[config.mk]
export PLATFORM = sky130hd
export DESIGN_NAME = imu_still_bias_calibrator_unit
export DESIGN_NICKNAME = d
export VERILOG_FILES = /design/src/sv/imusbc_pkg.sv /design/src/sv/imu_still_bias_calibrator_unit.sv /design/src/sv/imusbc_norm.sv /design/src/sv/imusbc_div.sv
export SDC_FILE = /design/constraint.sdc
export NUM_CORES = 2
export LEC_CHECK = 0
export BUFFER_PORTS_ARGS = -buffer_cell sky130_fd_sc_hd__buf_4
export CORE_ASPECT_RATIO = 1.75
export CORE_UTILIZATION = 45
export DETAILED_ROUTE_END_ITERATION = 16
export PLACE_DENSITY = 0.66
export SYNTH_ARGS = -nofsm -noshare
export SYNTH_HDL_FRONTEND = slang
export SYNTH_SLANG_ARGS = --single-unit
export TNS_END_PERCENT = 100
[constraint.sdc]
create_clock -name clk -period 34.3 [get_ports clk]
set_clock_uncertainty 0.05 [all_clocks]
set_input_delay 1.715 -clock clk [delete_from_list [all_inputs] [get_ports clk]]
set_output_delay 1.715 -clock clk [all_outputs]
set_load 0.005 [all_outputs]
[src/sv/imusbc_pkg.sv]
// Shared types and constants for the IMU still-bias calibrator.
// No dependencies; imported by every module of the block.
`timescale 1ns / 1ps
`default_nettype none
package imusbc_pkg;

	localparam int CFG_IDX_W  = 3;
	localparam int CFG_DATA_W = 16;
	localparam int CNT_W      = 16;
	localparam int OUT_W      = 16;
	localparam int STATUS_W   = 3;

	localparam logic [CFG_IDX_W-1:0] REG_SAMPLES_PER_ROUND = 3'd0;
	localparam logic [CFG_IDX_W-1:0] REG_NORM_RANGE_LIMIT  = 3'd1;
	localparam logic [CFG_IDX_W-1:0] REG_GYRO_RANGE_LIMIT  = 3'd2;
	localparam logic [CFG_IDX_W-1:0] REG_NORM_TARGET       = 3'd3;
	localparam logic [CFG_IDX_W-1:0] REG_NORM_TOLERANCE    = 3'd4;
	localparam logic [CFG_IDX_W-1:0] REG_OFFSET_LIMIT      = 3'd5;
	localparam logic [CFG_IDX_W-1:0] REG_MAX_ROUNDS        = 3'd6;

	typedef enum logic [STATUS_W-1:0] {
		STAT_COLLECT = 3'd0,
		STAT_ABORT   = 3'd1,
		STAT_REJECT  = 3'd2,
		STAT_CAL     = 3'd3,
		STAT_GAVEUP  = 3'd4
	} status_t;

	typedef enum logic [1:0] {
		PH_COLLECT = 2'd0,
		PH_DONE    = 2'd1,
		PH_GAVEUP  = 2'd2
	} phase_t;

	typedef enum logic [2:0] {
		S_IDLE   = 3'd0,
		S_NORM   = 3'd1,
		S_UPDATE = 3'd2,
		S_DIVIDE = 3'd3,
		S_CHECK  = 3'd4,
		S_FINISH = 3'd5
	} state_t;

	typedef struct packed {
		logic start;
	} unit_ctl_t;

	typedef struct packed {
		logic busy;
		logic done;
	} unit_sts_t;

endpackage
`default_nettype wire

[src/sv/imu_still_bias_calibrator_unit.sv]
// Top level of the IMU still-bias calibrator: config registers, round
// sequencer, result register. Uses imusbc_pkg, imusbc_norm and imusbc_div.
//
//  channel | signals                               | direction | transaction
//  --------+---------------------------------------+-----------+--------------------
//  s       | s_tvalid s_tready s_tdata s_tuser     | in        | one sample/restart
//  m       | m_tvalid m_tready m_tdata m_tuser     | out       | one result per item
//  cfg     | cfg_valid cfg_ready cfg_index cfg_data| in        | one register write
//
// Steps: a restart, or a sample after the block has calibrated or given up,
// goes straight to the result. A collected sample runs a serial square, then a
// serial root, one bit a cycle; the sample that ends a round also runs the
// 4-lane serial divider and the check.
// Reset clears config to defaults and all round state; no clearing pass.
// The result register frees the input side: a new item is taken while the
// previous result waits; a result only stalls the sequencer if still unread.
`timescale 1ns / 1ps
`default_nettype none
module imu_still_bias_calibrator_unit #(
	parameter int SAMPLE_BITS = 16
) (
	input  logic                                  clk,
	input  logic                                  arst_n,
	input  logic                                  s_tvalid,
	output logic                                  s_tready,
	// accel_x, accel_y, accel_z, gyro_valid, gyro_x, gyro_y, gyro_z, zero fill
	input  logic [((6*SAMPLE_BITS+1+7)/8)*8-1:0]  s_tdata,
	// kind
	input  logic [0:0]                            s_tuser,
	output logic                                  m_tvalid,
	input  logic                                  m_tready,
	// bias_x, bias_y, bias_z, mean_norm, rounds_done
	output logic [5*imusbc_pkg::OUT_W-1:0]        m_tdata,
	// status
	output logic [imusbc_pkg::STATUS_W-1:0]       m_tuser,
	input  logic                                  cfg_valid,
	output logic                                  cfg_ready,
	input  logic [imusbc_pkg::CFG_IDX_W-1:0]      cfg_index,
	input  logic [imusbc_pkg::CFG_DATA_W-1:0]     cfg_data
);
	import imusbc_pkg::*;

	localparam int SB = SAMPLE_BITS;
	localparam int NW = SB + 16;
	localparam int GW = SB + 17;
	localparam int WW = SB + 17;

	// configuration
	logic [15:0] spr_q, nlim_q, glim_q, ntgt_q, ntol_q, rounds_q;
	logic [14:0] offs_q;
	logic [15:0] spr_eff, rounds_eff;

	// round state
	state_t  state_q, state_d;
	phase_t  phase_q;
	status_t res_q;
	logic [CNT_W-1:0] scnt_q, rcnt_q;
	logic [NW-1:0]    nsum_q;
	logic [SB-1:0]    nlo_q, nhi_q, nstore_q;
	logic signed [GW-1:0] gsum_q [3];
	logic signed [SB-1:0] glo_q [3], ghi_q [3], lastg_q [3], bias_q [3];

	// captured input item
	logic                 in_gv_q;
	logic signed [SB-1:0] in_g_q [3];

	// output register
	logic                   m_valid_q;
	logic [5*OUT_W-1:0]     m_data_q;
	logic [STATUS_W-1:0]    m_user_q;

	unit_ctl_t norm_ctl, div_ctl;
	unit_sts_t norm_sts, div_sts;
	logic [SB-1:0] nrm, dv_norm;
	logic signed [SB-1:0] dv_bias [3];

	// update-cycle values
	logic signed [SB-1:0] geff [3], glo_n [3], ghi_n [3];
	logic signed [GW-1:0] gsum_n [3];
	logic [SB-1:0]  nlo_n, nhi_n;
	logic [NW-1:0]  nsum_n;
	logic [CNT_W:0] scnt_n;
	logic [CNT_W-1:0] rcnt_inc;
	logic [WW-1:0]  gdiff, ndist, babs;
	logic           first, bad, round_end, fit, s_acc, out_free;

	assign s_acc     = s_tvalid && s_tready;
	assign s_tready  = state_q == S_IDLE;
	assign cfg_ready = 1'b1;
	assign out_free  = !m_valid_q || m_tready;
	assign spr_eff    = (spr_q == '0) ? 16'd1 : spr_q;
	assign rounds_eff = (rounds_q == '0) ? 16'd1 : rounds_q;
	assign rcnt_inc   = (rcnt_q == '1) ? rcnt_q : rcnt_q + 1'b1;

	always_ff @(posedge clk or negedge arst_n) begin
		if (!arst_n) begin
			spr_q    <= 16'd6000;
			nlim_q   <= 16'd390;
			glim_q   <= 16'd141;
			ntgt_q   <= 16'd5463;
			ntol_q   <= 16'd279;
			offs_q   <= 15'd9;
			rounds_q <= 16'd2000;
		end else if (cfg_valid && cfg_ready) begin
			unique case (cfg_index)
				REG_SAMPLES_PER_ROUND: spr_q    <= cfg_data;
				REG_NORM_RANGE_LIMIT:  nlim_q   <= cfg_data;
				REG_GYRO_RANGE_LIMIT:  glim_q   <= cfg_data;
				REG_NORM_TARGET:       ntgt_q   <= cfg_data;
				REG_NORM_TOLERANCE:    ntol_q   <= cfg_data;
				REG_OFFSET_LIMIT:      offs_q   <= cfg_data[14:0];
				REG_MAX_ROUNDS:        rounds_q <= cfg_data;
				default: ;
			endcase
		end
	end

	imusbc_norm #(.SAMPLE_BITS(SB)) u_norm (
		.clk     (clk),
		.arst_n  (arst_n),
		.ctl     (norm_ctl),
		.sts     (norm_sts),
		.accel_x (s_tdata[SB-1:0]),
		.accel_y (s_tdata[2*SB-1:SB]),
		.accel_z (s_tdata[3*SB-1:2*SB]),
		.norm    (nrm)
	);

	imusbc_div #(.SAMPLE_BITS(SB)) u_div (
		.clk        (clk),
		.arst_n     (arst_n),
		.ctl        (div_ctl),
		.sts        (div_sts),
		.divisor    (scnt_n[CNT_W-1:0]),
		.norm_sum   (nsum_n),
		.gyro_sum_x (gsum_n[0]),
		.gyro_sum_y (gsum_n[1]),
		.gyro_sum_z (gsum_n[2]),
		.mean_norm  (dv_norm),
		.bias_x     (dv_bias[0]),
		.bias_y     (dv_bias[1]),
		.bias_z     (dv_bias[2])
	);

	// per-sample min/max, sums and stillness check
	always_comb begin
		first  = scnt_q == '0;
		nlo_n  = (first || nrm < nlo_q) ? nrm : nlo_q;
		nhi_n  = (first || nrm > nhi_q) ? nrm : nhi_q;
		nsum_n = nsum_q + NW'(nrm);
		bad    = WW'(nhi_n - nlo_n) > WW'(nlim_q);
		gdiff  = '0;
		for (int i = 0; i < 3; i++) begin
			geff[i]   = in_gv_q ? in_g_q[i] : lastg_q[i];
			glo_n[i]  = (first || geff[i] < glo_q[i]) ? geff[i] : glo_q[i];
			ghi_n[i]  = (first || geff[i] > ghi_q[i]) ? geff[i] : ghi_q[i];
			gsum_n[i] = in_gv_q ? gsum_q[i] + GW'(in_g_q[i]) : gsum_q[i];
			gdiff     = WW'(ghi_n[i]) - WW'(glo_n[i]);
			if (gdiff > WW'(glim_q)) begin
				bad = 1'b1;
			end
		end
		scnt_n    = {1'b0, scnt_q} + 1'b1;
		round_end = scnt_n >= {1'b0, spr_eff};
		// acceptance test on the stored means
		ndist = (WW'(nstore_q) >= WW'(ntgt_q)) ? WW'(nstore_q) - WW'(ntgt_q)
			: WW'(ntgt_q) - WW'(nstore_q);
		fit   = ndist <= WW'(ntol_q);
		babs  = '0;
		for (int i = 0; i < 3; i++) begin
			babs = bias_q[i][SB-1] ? WW'(0) - WW'(bias_q[i]) : WW'(bias_q[i]);
			if (babs > WW'(offs_q)) begin
				fit = 1'b0;
			end
		end
	end

	// sequencer next state and unit starts
	always_comb begin
		state_d        = state_q;
		norm_ctl.start = 1'b0;
		div_ctl.start  = 1'b0;
		unique case (state_q)
			S_IDLE: begin
				if (s_acc) begin
					if (!s_tuser[0] && phase_q == PH_COLLECT) begin
						norm_ctl.start = 1'b1;
						state_d        = S_NORM;
					end else begin
						state_d = S_FINISH;
					end
				end
			end
			S_NORM: begin
				if (norm_sts.done) begin
					state_d = S_UPDATE;
				end
			end
			S_UPDATE: begin
				if (!bad && round_end) begin
					div_ctl.start = 1'b1;
					state_d       = S_DIVIDE;
				end else begin
					state_d = S_FINISH;
				end
			end
			S_DIVIDE: begin
				if (div_sts.done) begin
					state_d = S_CHECK;
				end
			end
			S_CHECK: state_d = S_FINISH;
			S_FINISH: begin
				if (out_free) begin
					state_d = S_IDLE;
				end
			end
			default: state_d = S_IDLE;
		endcase
	end

	always_ff @(posedge clk or negedge arst_n) begin
		if (!arst_n) begin
			state_q <= S_IDLE;
		end else begin
			state_q <= state_d;
		end
	end

	// round state; cleared on reset since its reset values are visible
	always_ff @(posedge clk or negedge arst_n) begin
		if (!arst_n) begin
			phase_q  <= PH_COLLECT;
			res_q    <= STAT_COLLECT;
			scnt_q   <= '0;
			rcnt_q   <= '0;
			nsum_q   <= '0;
			nlo_q    <= '0;
			nhi_q    <= '0;
			nstore_q <= '0;
			for (int i = 0; i < 3; i++) begin
				gsum_q[i]  <= '0;
				glo_q[i]   <= '0;
				ghi_q[i]   <= '0;
				lastg_q[i] <= '0;
				bias_q[i]  <= '0;
			end
		end else begin
			unique case (state_q)
				S_IDLE: begin
					if (s_acc) begin
						if (s_tuser[0]) begin
							phase_q <= PH_COLLECT;
							res_q   <= STAT_COLLECT;
							scnt_q  <= '0;
							rcnt_q  <= '0;
							nsum_q  <= '0;
							nlo_q   <= '0;
							nhi_q   <= '0;
							for (int i = 0; i < 3; i++) begin
								gsum_q[i] <= '0;
								glo_q[i]  <= '0;
								ghi_q[i]  <= '0;
							end
						end else if (phase_q == PH_DONE) begin
							res_q <= STAT_CAL;
						end else if (phase_q == PH_GAVEUP) begin
							res_q <= STAT_GAVEUP;
						end
					end
				end
				S_UPDATE: begin
					for (int i = 0; i < 3; i++) begin
						lastg_q[i] <= geff[i];
					end
					if (bad) begin
						rcnt_q <= rcnt_inc;
						scnt_q <= '0;
						nsum_q <= '0;
						nlo_q  <= '0;
						nhi_q  <= '0;
						for (int i = 0; i < 3; i++) begin
							gsum_q[i] <= '0;
							glo_q[i]  <= '0;
							ghi_q[i]  <= '0;
						end
						if (rcnt_inc >= rounds_eff) begin
							phase_q <= PH_GAVEUP;
							res_q   <= STAT_GAVEUP;
						end else begin
							res_q <= STAT_ABORT;
						end
					end else begin
						scnt_q <= scnt_n[CNT_W-1:0];
						nsum_q <= nsum_n;
						nlo_q  <= nlo_n;
						nhi_q  <= nhi_n;
						res_q  <= STAT_COLLECT;
						for (int i = 0; i < 3; i++) begin
							gsum_q[i] <= gsum_n[i];
							glo_q[i]  <= glo_n[i];
							ghi_q[i]  <= ghi_n[i];
						end
					end
				end
				S_DIVIDE: begin
					if (div_sts.done) begin
						nstore_q <= dv_norm;
						rcnt_q   <= rcnt_inc;
						for (int i = 0; i < 3; i++) begin
							bias_q[i] <= dv_bias[i];
						end
					end
				end
				S_CHECK: begin
					scnt_q <= '0;
					nsum_q <= '0;
					nlo_q  <= '0;
					nhi_q  <= '0;
					for (int i = 0; i < 3; i++) begin
						gsum_q[i] <= '0;
						glo_q[i]  <= '0;
						ghi_q[i]  <= '0;
					end
					if (fit) begin
						phase_q <= PH_DONE;
						res_q   <= STAT_CAL;
					end else if (rcnt_q >= rounds_eff) begin
						phase_q <= PH_GAVEUP;
						res_q   <= STAT_GAVEUP;
					end else begin
						res_q <= STAT_REJECT;
					end
				end
				default: ;
			endcase
		end
	end

	// gyro fields of the accepted item, used in the update cycle
	always_ff @(posedge clk) begin
		if (s_acc) begin
			in_gv_q   <= s_tdata[3*SB];
			in_g_q[0] <= s_tdata[4*SB:3*SB+1];
			in_g_q[1] <= s_tdata[5*SB:4*SB+1];
			in_g_q[2] <= s_tdata[6*SB:5*SB+1];
		end
	end

	// result register
	always_ff @(posedge clk or negedge arst_n) begin
		if (!arst_n) begin
			m_valid_q <= 1'b0;
		end else if (state_q == S_FINISH && out_free) begin
			m_valid_q <= 1'b1;
		end else if (m_tready) begin
			m_valid_q <= 1'b0;
		end
	end

	always_ff @(posedge clk) begin
		if (state_q == S_FINISH && out_free) begin
			m_user_q <= res_q;
			m_data_q <= {rcnt_q, OUT_W'(nstore_q), OUT_W'(bias_q[2]),
				OUT_W'(bias_q[1]), OUT_W'(bias_q[0])};
		end
	end

	assign m_tvalid = m_valid_q;
	assign m_tdata  = m_data_q;
	assign m_tuser  = m_user_q;

	a_norm_done_in_norm: assert property (@(posedge clk) disable iff (!arst_n)
		norm_sts.done |-> state_q == S_NORM)
		else $error("norm unit finished outside its wait state");

	a_div_done_in_divide: assert property (@(posedge clk) disable iff (!arst_n)
		div_sts.done |-> state_q == S_DIVIDE)
		else $error("divider finished outside its wait state");

	a_norm_busy_in_norm: assert property (@(posedge clk) disable iff (!arst_n)
		norm_sts.busy |-> state_q == S_NORM)
		else $error("norm unit busy outside its wait state");

	a_div_busy_in_divide: assert property (@(posedge clk) disable iff (!arst_n)
		div_sts.busy |-> state_q == S_DIVIDE)
		else $error("divider busy outside its wait state");

	a_done_round_clear: assert property (@(posedge clk) disable iff (!arst_n)
		phase_q != PH_COLLECT |-> scnt_q == '0)
		else $error("sample count left nonzero after calibration ended");

	a_accept_leaves_idle: assert property (@(posedge clk) disable iff (!arst_n)
		s_acc |=> state_q != S_IDLE)
		else $error("accepted transaction did not start work");

endmodule
`default_nettype wire

[src/sv/imusbc_norm.sv]
// Serial accelerometer norm: bit-serial sum of squares, then digit-by-digit
// integer square root. Depends on imusbc_pkg.
`timescale 1ns / 1ps
`default_nettype none
module imusbc_norm #(
	parameter int SAMPLE_BITS = 16
) (
	input  logic                          clk,
	input  logic                          arst_n,
	input  imusbc_pkg::unit_ctl_t         ctl,
	output imusbc_pkg::unit_sts_t         sts,
	input  logic signed [SAMPLE_BITS-1:0] accel_x,
	input  logic signed [SAMPLE_BITS-1:0] accel_y,
	input  logic signed [SAMPLE_BITS-1:0] accel_z,
	output logic [SAMPLE_BITS-1:0]        norm
);
	import imusbc_pkg::*;

	localparam int SB = SAMPLE_BITS;
	localparam int RW = 2 * SB;
	localparam int CW = $clog2(SB);

	logic          busy_q, root_ph_q, done_q;
	logic [CW-1:0] cnt_q;
	logic [SB-1:0] mx_q, my_q, mz_q, bx_q, by_q, bz_q, root_q;
	logic [RW-1:0] acc_q, acc_sq;
	logic [SB+1:0] rem_q, rem_sh, trial;
	logic          ge, last;

	function automatic logic [SB-1:0] mag(input logic signed [SB-1:0] v);
		mag = v[SB-1] ? SB'(-v) : SB'(v);
	endfunction

	always_comb begin
		acc_sq = {acc_q[RW-2:0], 1'b0}
			+ RW'(bx_q[SB-1] ? mx_q : '0)
			+ RW'(by_q[SB-1] ? my_q : '0)
			+ RW'(bz_q[SB-1] ? mz_q : '0);
		rem_sh = {rem_q[SB-1:0], acc_q[RW-1:RW-2]};
		trial  = {root_q, 2'b01};
		ge     = rem_sh >= trial;
		last   = cnt_q == CW'(SB - 1);
	end

	always_ff @(posedge clk or negedge arst_n) begin
		if (!arst_n) begin
			busy_q    <= 1'b0;
			root_ph_q <= 1'b0;
			done_q    <= 1'b0;
			cnt_q     <= '0;
		end else begin
			done_q <= 1'b0;
			if (ctl.start) begin
				busy_q    <= 1'b1;
				root_ph_q <= 1'b0;
				cnt_q     <= '0;
			end else if (busy_q) begin
				cnt_q <= last ? '0 : cnt_q + 1'b1;
				if (last) begin
					if (root_ph_q) begin
						busy_q <= 1'b0;
						done_q <= 1'b1;
					end else begin
						root_ph_q <= 1'b1;
					end
				end
			end
		end
	end

	always_ff @(posedge clk) begin
		if (ctl.start) begin
			mx_q  <= mag(accel_x);
			my_q  <= mag(accel_y);
			mz_q  <= mag(accel_z);
			bx_q  <= mag(accel_x);
			by_q  <= mag(accel_y);
			bz_q  <= mag(accel_z);
			acc_q <= '0;
		end else if (busy_q && !root_ph_q) begin
			acc_q <= acc_sq;
			bx_q  <= {bx_q[SB-2:0], 1'b0};
			by_q  <= {by_q[SB-2:0], 1'b0};
			bz_q  <= {bz_q[SB-2:0], 1'b0};
			if (last) begin
				rem_q  <= '0;
				root_q <= '0;
			end
		end else if (busy_q) begin
			rem_q  <= ge ? rem_sh - trial : rem_sh;
			root_q <= {root_q[SB-2:0], ge};
			acc_q  <= {acc_q[RW-3:0], 2'b00};
		end
	end

	assign sts.busy = busy_q;
	assign sts.done = done_q;
	assign norm     = root_q;

endmodule
`default_nettype wire

[src/sv/imusbc_div.sv]
// Four-lane restoring divider sharing one 16-bit divisor, one quotient bit
// per cycle per lane; gyro lanes divide magnitudes. Depends on imusbc_pkg.
`timescale 1ns / 1ps
`default_nettype none
module imusbc_div #(
	parameter int SAMPLE_BITS = 16
) (
	input  logic                             clk,
	input  logic                             arst_n,
	input  imusbc_pkg::unit_ctl_t            ctl,
	output imusbc_pkg::unit_sts_t            sts,
	input  logic [imusbc_pkg::CNT_W-1:0]     divisor,
	input  logic [SAMPLE_BITS+15:0]          norm_sum,
	input  logic signed [SAMPLE_BITS+16:0]   gyro_sum_x,
	input  logic signed [SAMPLE_BITS+16:0]   gyro_sum_y,
	input  logic signed [SAMPLE_BITS+16:0]   gyro_sum_z,
	output logic [SAMPLE_BITS-1:0]           mean_norm,
	output logic signed [SAMPLE_BITS-1:0]    bias_x,
	output logic signed [SAMPLE_BITS-1:0]    bias_y,
	output logic signed [SAMPLE_BITS-1:0]    bias_z
);
	import imusbc_pkg::*;

	localparam int SB = SAMPLE_BITS;
	localparam int NW = SB + 16;
	localparam int GW = SB + 17;
	localparam int CW = $clog2(NW);
	localparam int LANES = 4;

	logic          busy_q, done_q;
	logic [CW-1:0] cnt_q;
	logic [CNT_W-1:0] div_q;
	logic [CNT_W:0]   rem_q [LANES];
	logic [NW-1:0]    dq_q  [LANES];
	logic [2:0]       neg_q;
	logic [CNT_W:0]   rem_sh [LANES];
	logic [LANES-1:0] ge;
	logic [NW-1:0]    dvd [LANES];
	logic signed [GW-1:0] gsum [3];
	logic [SB-1:0]    q [3];
	logic             last;

	function automatic logic [NW-1:0] gmag(input logic signed [GW-1:0] v);
		gmag = v[GW-1] ? NW'(-v) : NW'(v);
	endfunction

	always_comb begin
		gsum[0] = gyro_sum_x;
		gsum[1] = gyro_sum_y;
		gsum[2] = gyro_sum_z;
		dvd[0]  = norm_sum;
		for (int i = 0; i < 3; i++) begin
			dvd[i+1] = gmag(gsum[i]);
		end
		for (int l = 0; l < LANES; l++) begin
			rem_sh[l] = {rem_q[l][CNT_W-1:0], dq_q[l][NW-1]};
			ge[l]     = rem_sh[l] >= {1'b0, div_q};
		end
		last = cnt_q == CW'(NW - 1);
	end

	always_ff @(posedge clk or negedge arst_n) begin
		if (!arst_n) begin
			busy_q <= 1'b0;
			done_q <= 1'b0;
			cnt_q  <= '0;
		end else begin
			done_q <= 1'b0;
			if (ctl.start) begin
				busy_q <= 1'b1;
				cnt_q  <= '0;
			end else if (busy_q) begin
				cnt_q <= last ? '0 : cnt_q + 1'b1;
				if (last) begin
					busy_q <= 1'b0;
					done_q <= 1'b1;
				end
			end
		end
	end

	always_ff @(posedge clk) begin
		if (ctl.start) begin
			div_q <= divisor;
			for (int l = 0; l < LANES; l++) begin
				rem_q[l] <= '0;
				dq_q[l]  <= dvd[l];
			end
			for (int i = 0; i < 3; i++) begin
				neg_q[i] <= gsum[i][GW-1];
			end
		end else if (busy_q) begin
			for (int l = 0; l < LANES; l++) begin
				rem_q[l] <= ge[l] ? rem_sh[l] - {1'b0, div_q} : rem_sh[l];
				dq_q[l]  <= {dq_q[l][NW-2:0], ge[l]};
			end
		end
	end

	// quotients fit SB bits: means never exceed the sample range
	always_comb begin
		for (int i = 0; i < 3; i++) begin
			q[i] = neg_q[i] ? SB'(-dq_q[i+1]) : SB'(dq_q[i+1]);
		end
	end

	assign mean_norm = SB'(dq_q[0]);
	assign bias_x    = q[0];
	assign bias_y    = q[1];
	assign bias_z    = q[2];
	assign sts.busy  = busy_q;
	assign sts.done  = done_q;

endmodule
`default_nettype wire
### After elaboration in Yosys (flattened, before gate mapping)

Memory sizes are Yosys's and may differ from the RTL's.
Cells that the tools add are included.
Widths: inputs -> output; s select.

| operators by class | value |
|---|---|
| eq/ne operators | 26 |
| add/subtract/negate cells | 34 |
| mux-type cells | 151 |
| reductions and logical operators | 47 |
| bitwise gates (word level) | 9 |
| magnitude comparators | 25 |

Operator list:

| operator | count |
|---|---|
| $mux 16 | 43 |
| $mux 32 | 12 |
| $mux 99 | 3 |
| $pmux 99 s3 | 1 |
| $pmux 48 s3 | 2 |
| $mux 33 | 7 |
| $mux 48 | 4 |
| $pmux 16 s3 | 4 |
| $mux 17 | 8 |
| $gt 33x16->1 | 4 |
| $sub 16x16->17 | 6 |
| $add 33x16->33 | 3 |
| $gt 33x15->1 | 3 |
| $add 32x32->32 | 3 |
| $neg 16->16 | 6 |
| $neg 32->32 | 3 |
| $pmux 32 s3 | 1 |
| $ge 17x16->1 | 5 |
| $sub 17x16->17 | 4 |
| $gt 16x16->1 | 4 |
| $lt 16x16->1 | 4 |
| $sub 1x16->17 const A | 3 |
| $ge 16x16->1 | 3 |
| $logic_not 16->1 | 3 |
| other kinds (42) | 153 |

| storage, ports and cells | value |
|---|---|
| memories | 3 |
| flip-flop bits (word level) | 800 |
| RAM bits | 244 |
| input port bits | 129 |
| output and inout port bits | 86 |

Memories:

| name | depth | width | read ports | clocked after memory_dff | write ports | RTL line | RTL |
|---|---|---|---|---|---|---|---|
| u_div.dq_q | 4 | 32 | 4 | 0 | 4 | imusbc_div.sv:34 | `logic [NW-1:0] dq_q [LANES];` |
| u_div.rem_q | 4 | 17 | 4 | 0 | 4 | imusbc_div.sv:33 | `logic [CNT_W:0] rem_q [LANES];` |
| in_g_q | 3 | 16 | 3 | 0 | 3 | imu_still_bias_calibrator_unit.sv:65 | `logic signed [SB-1:0] in_g_q [3];` |

### Depth between registers and ports, before layout

An unclocked memory read counts as a cell.

| logic depth | value |
|---|---|
| word-level depth | 17 |
| mapped depth | 52 |
| gate-level depth less buffers | 39 |

### Hierarchy

From an unflattened synthesis, not the netlist that was laid out.

| second synthesis, totals | value |
|---|---|
| cell total of the unflattened synthesis | 7203 |
| area, all modules | 70266.1 um2 |

Modules (own cells, without submodules):

| module | area an instance (um2) | instances | cells an instance |
|---|---|---|---|
| imu_still_bias_calibrator_unit | 44864.3 | 1 | 4594 |
| imusbc_div | 15249.6 | 1 | 1639 |
| imusbc_norm | 10152.2 | 1 | 970 |

### Worst setup path after synthesis

OpenSTA, ideal clock, no wires.

| path | value |
|---|---|
| path type | reg-to-reg |
| from | register in_gv_q |
| to | memory u_div.dq_q[0][0] in the netlist's numbering (enable) |
| setup slack | 10.657 ns |
| data arrival time | 22.581 ns |
| required time | 33.238 ns |
| path buffers | 10 |
| stages on the path, launching flop included | 46 |
| clock period less this slack | 23.643 ns |
| cells stage by stage | edfxtp_1 -> buf_2 -> buf_2 -> buf_2 -> buf_2 -> buf_2 -> buf_2 -> buf_2 -> buf_1 -> clkbuf_1 -> mux2_2 -> ha_1 -> nor2b_1 -> o21a_1 -> o21a_1 -> o21a_1 -> o21a_1 -> o21a_1 -> [10 not listed] -> a211oi_1 -> o21bai_1 -> o31a_1 -> a21o_1 -> a21oi_1 -> o21bai_1 -> a211oi_1 -> a21oi_1 -> ha_1 -> a21oi_1 -> o21ai_0 -> a2111oi_0 -> a21oi_1 -> o41ai_1 -> nand3_1 -> a211oi_1 -> o211ai_1 -> o21ai_0 |

RTL lines:

| element | RTL line | RTL |
|---|---|---|
| from (decl) | imu_still_bias_calibrator_unit.sv:64 | `logic in_gv_q;` |
| from (signal assigned) | imu_still_bias_calibrator_unit.sv:343 | `in_gv_q <= s_tdata[3*SB];` |
| to (decl) | imusbc_div.sv:34 |  |

==> impl_metrics.tcl <==
set metrics [dict create \
    outcome "finished, final reports clean" \
    final_net_count 8311 \
    synthFlopType "dfrtp_1" \
    drt-total-wl_um 194000 \
    yosysSeqAreaShare_pct 40.4 \
    yosysUniqueCellTypes 101 \
    cp.required_ps 34890 \
    final_area_um2 77100 \
    critPathLaunch "in_gv_q" \
    h-tree-depth 3 \
    port_buffers 206 \
    timing.rr.start "in_gv_q" \
    rsz0062_at_grt "no" \
    drive_above_1_share_pct 9.57 \
    grt_pass1_vias 55700 \
    timing.fmax_ghz 0.0761 \
    die-area_um2 157000 \
    timing.final.crit_share_pct 38.3 \
    cts_root_buf "clkbuf_16" \
    drt_iter0_drc 3069 \
    dpl_cell_area_um2 73500 \
    async_flop_share_pct 51.6 \
    grt_max_degree 141 \
    cts_tree "yes" \
    post-place-cells 9435 \
    clkPwrFrac_pct 18.9 \
    cts.clk_slew.worst_paths_ps 70 \
    crit_slowest_cell "edfxtp_1" \
    reg2reg_depth 41 \
    first_pass_iters 5 \
    fp.dieH_um 523 \
    cap_viol_max_count 0 \
    drc 0 \
    arrival_ps 13730 \
    overflow 0 \
    peakVddDrop_mv 0.0516 \
    synth_area_um2 69900 \
    start_kind "flip-flop" \
    place.gp.congestion 0.926 \
    setup_tns_ps 0 \
    antenna_left 0 \
    cts_setup_buffers 0 \
    hp-class "flip-flop to flip-flop" \
    ys_ff_latch 1040 \
    p_comb_share_pct 53.1 \
    core_um2 154000 \
    syn2layout_area_growth_pct 10.3 \
    antenna_found_initial 7 \
    p_leak_nw 33.7 \
    syn_nets 8229 \
    reg2reg_slack_ps 21160 \
    grt_pass1_wl_um 304000 \
    mostFrequentLayoutCells "nand2_1, ha_1, dfrtp_1, inv_1, o21ai_0" \
    cts_buffer_depth 3 \
    worst_pin_slew_ps 1220 \
    cts_made_buffers 101 \
    global_route.usage.total_pct 24.5 \
    synth-warning-count 0 \
    wire_per_inst_um 20.1 \
    layout_commonest_cell "nand2_1" \
    power_switching_w 0.00275 \
    hold_viol 0 \
    crit_end "gsum_q[65]" \
    synth_cells 7430 \
    insertion_delay_ps 760 \
    worstSetupPathType "flip-flop to flip-flop" \
    slew_headroom_pct 18.2 \
    rows 191 \
    vias_per_cell 5.76 \
    num_vias 55400 \
    io_pins 215 \
    p_int_w 0.00373 \
    reg2reg_to "gsum_q[65]" \
    syn_avg_cell_area_um2 9.41 \
    die_x_um 300 \
    period_needed_ps 13140 \
    synth_edf_count 471 \
    switching_share_pct 42.4 \
    setup_viol 0 \
    stdcell_count 9629 \
    power_density_nw_per_um2 84.0 \
    start_util_pct 45.3 \
    endpoint_kind "flip-flop" \
    ctsResizeCount 0 \
    dp_hpwl_um 144000 \
    cp_max_fo 140 \
    slowest_delay_ps 1100 \
    finalMaxSlewViolations 0 \
    pwr-share-seq_pct 28.0 \
    holdBufCountCts 0 \
    cts.sinks 1040 \
]
==> power groups by stage <==
stage / Clock, W / Sequential, W / Combinational (W)
after global routing: 0.00129 / 0.00184 / 0.00385
after detailed placement: 0 / 0.00183 / 0.00342
after floorplan: 0 / 0.00177 / 0.00255
after global placement: 0 / 0.00183 / 0.00331
final: 0.00122 / 0.00181 / 0.00344
after CTS: 0.00125 / 0.00181 / 0.00344
==> logic make-up after synthesis <==
family / share of synthesized area [%]
xor+xnor: 5.57
buf+inv: 4.31
simple gates: 14.5
flops: 40.4
other cells: 0.00536
mux: 5.41
compound gates: 17.3
fa+ha+maj: 12.5
==> flip-flops by register name, indices dropped and copies added, names as in the netlist, 32 cells and up <==
signal        count
u_div.dq_q      128
gsum_q           99
m_tdata          80
u_div.rem_q      64
bias_q           48
ghi_q            48
glo_q            48
in_g_q           48
lastg_q          48
nsum_q           32
u_norm.acc_q     32
==> layer usage <==
metal	global-route usage, %	share of wire (%)	vias up	wire [µm]
met2	44.8	51	1250	99600
met1	27.5	39	26900	75200
met3	2.85	4.0	386	7830
met5	0	0.0067	-	13
li1	-	-	26800	-
met4	13.4	5.6	2	10900
==> per-stage QoR <==
step	utilization [%]	power (W)	hold slack, ps	setup slack (ps)
finish	49.9	0.00647	414	21160
global route	49.9	0.00698	428	20450
CTS	49.9	0.00650	415	21200
detailed placement	47.6	0.00525	397	21250
global placement	47.6	0.00514	398	21330
floorplan	-	0.00432	376	10660
==> how the worst min path moves through the flow <==
stage / from / end / slack [ps] / depth (start not counted)
6_report: res_q[1] / m_tuser[1] / 410 / 0
5_1_grt: res_q[1] / m_tuser[1] / 430 / 0
4_1_cts: res_q[1] / m_tuser[1] / 410 / 0
3_5_place_dp: res_q[1] / m_tuser[1] / 400 / 0
3_3_place_gp: res_q[1] / m_tuser[1] / 400 / 0
2_1_floorplan: res_q[0] / m_tuser[0] / 380 / 0
==> Yosys cell counts (all sizes together) (170+ instances only) <==
cell | n | area share [%]
a21o | 176 | 1.9
a21oi | 400 | 2.9
clkbuf | 195 | 1.0
dfrtp | 501 | 18
edfxtp | 471 | 20
ha | 624 | 11
inv | 482 | 2.6
mux2i | 197 | 2.8
nand2 | 993 | 5.3
nor2 | 469 | 2.5
o21ai | 642 | 4.6
xnor2 | 275 | 3.4
xor2 | 170 | 2.1
==> critical path, delay by kind of cell (launching register included) <==
kind                     cells  cell delay, ps
flip-flops                   1            1100
AO/OA/AOI/OAI               25            5190
multiplexers                 2             790
adder cells (fa/ha/maj)      3             960
AND/OR/NAND/NOR              6            2130
buffers and inverters        5            2500
==> area by class of cell <==
cell class,instances,area [µm²]
Clock inverter,63,748
Clock buffer,128,2880
Timing Repair Buffer,270,2060
Fill cell,14300,77300
Inverter,484,1820
Multi-Input combinational cell,5615,38800
Antenna cell,3,7.51
Tap cell,2026,2530
Sequential cell,1040,28300
(Power assumes the default switching activity.)
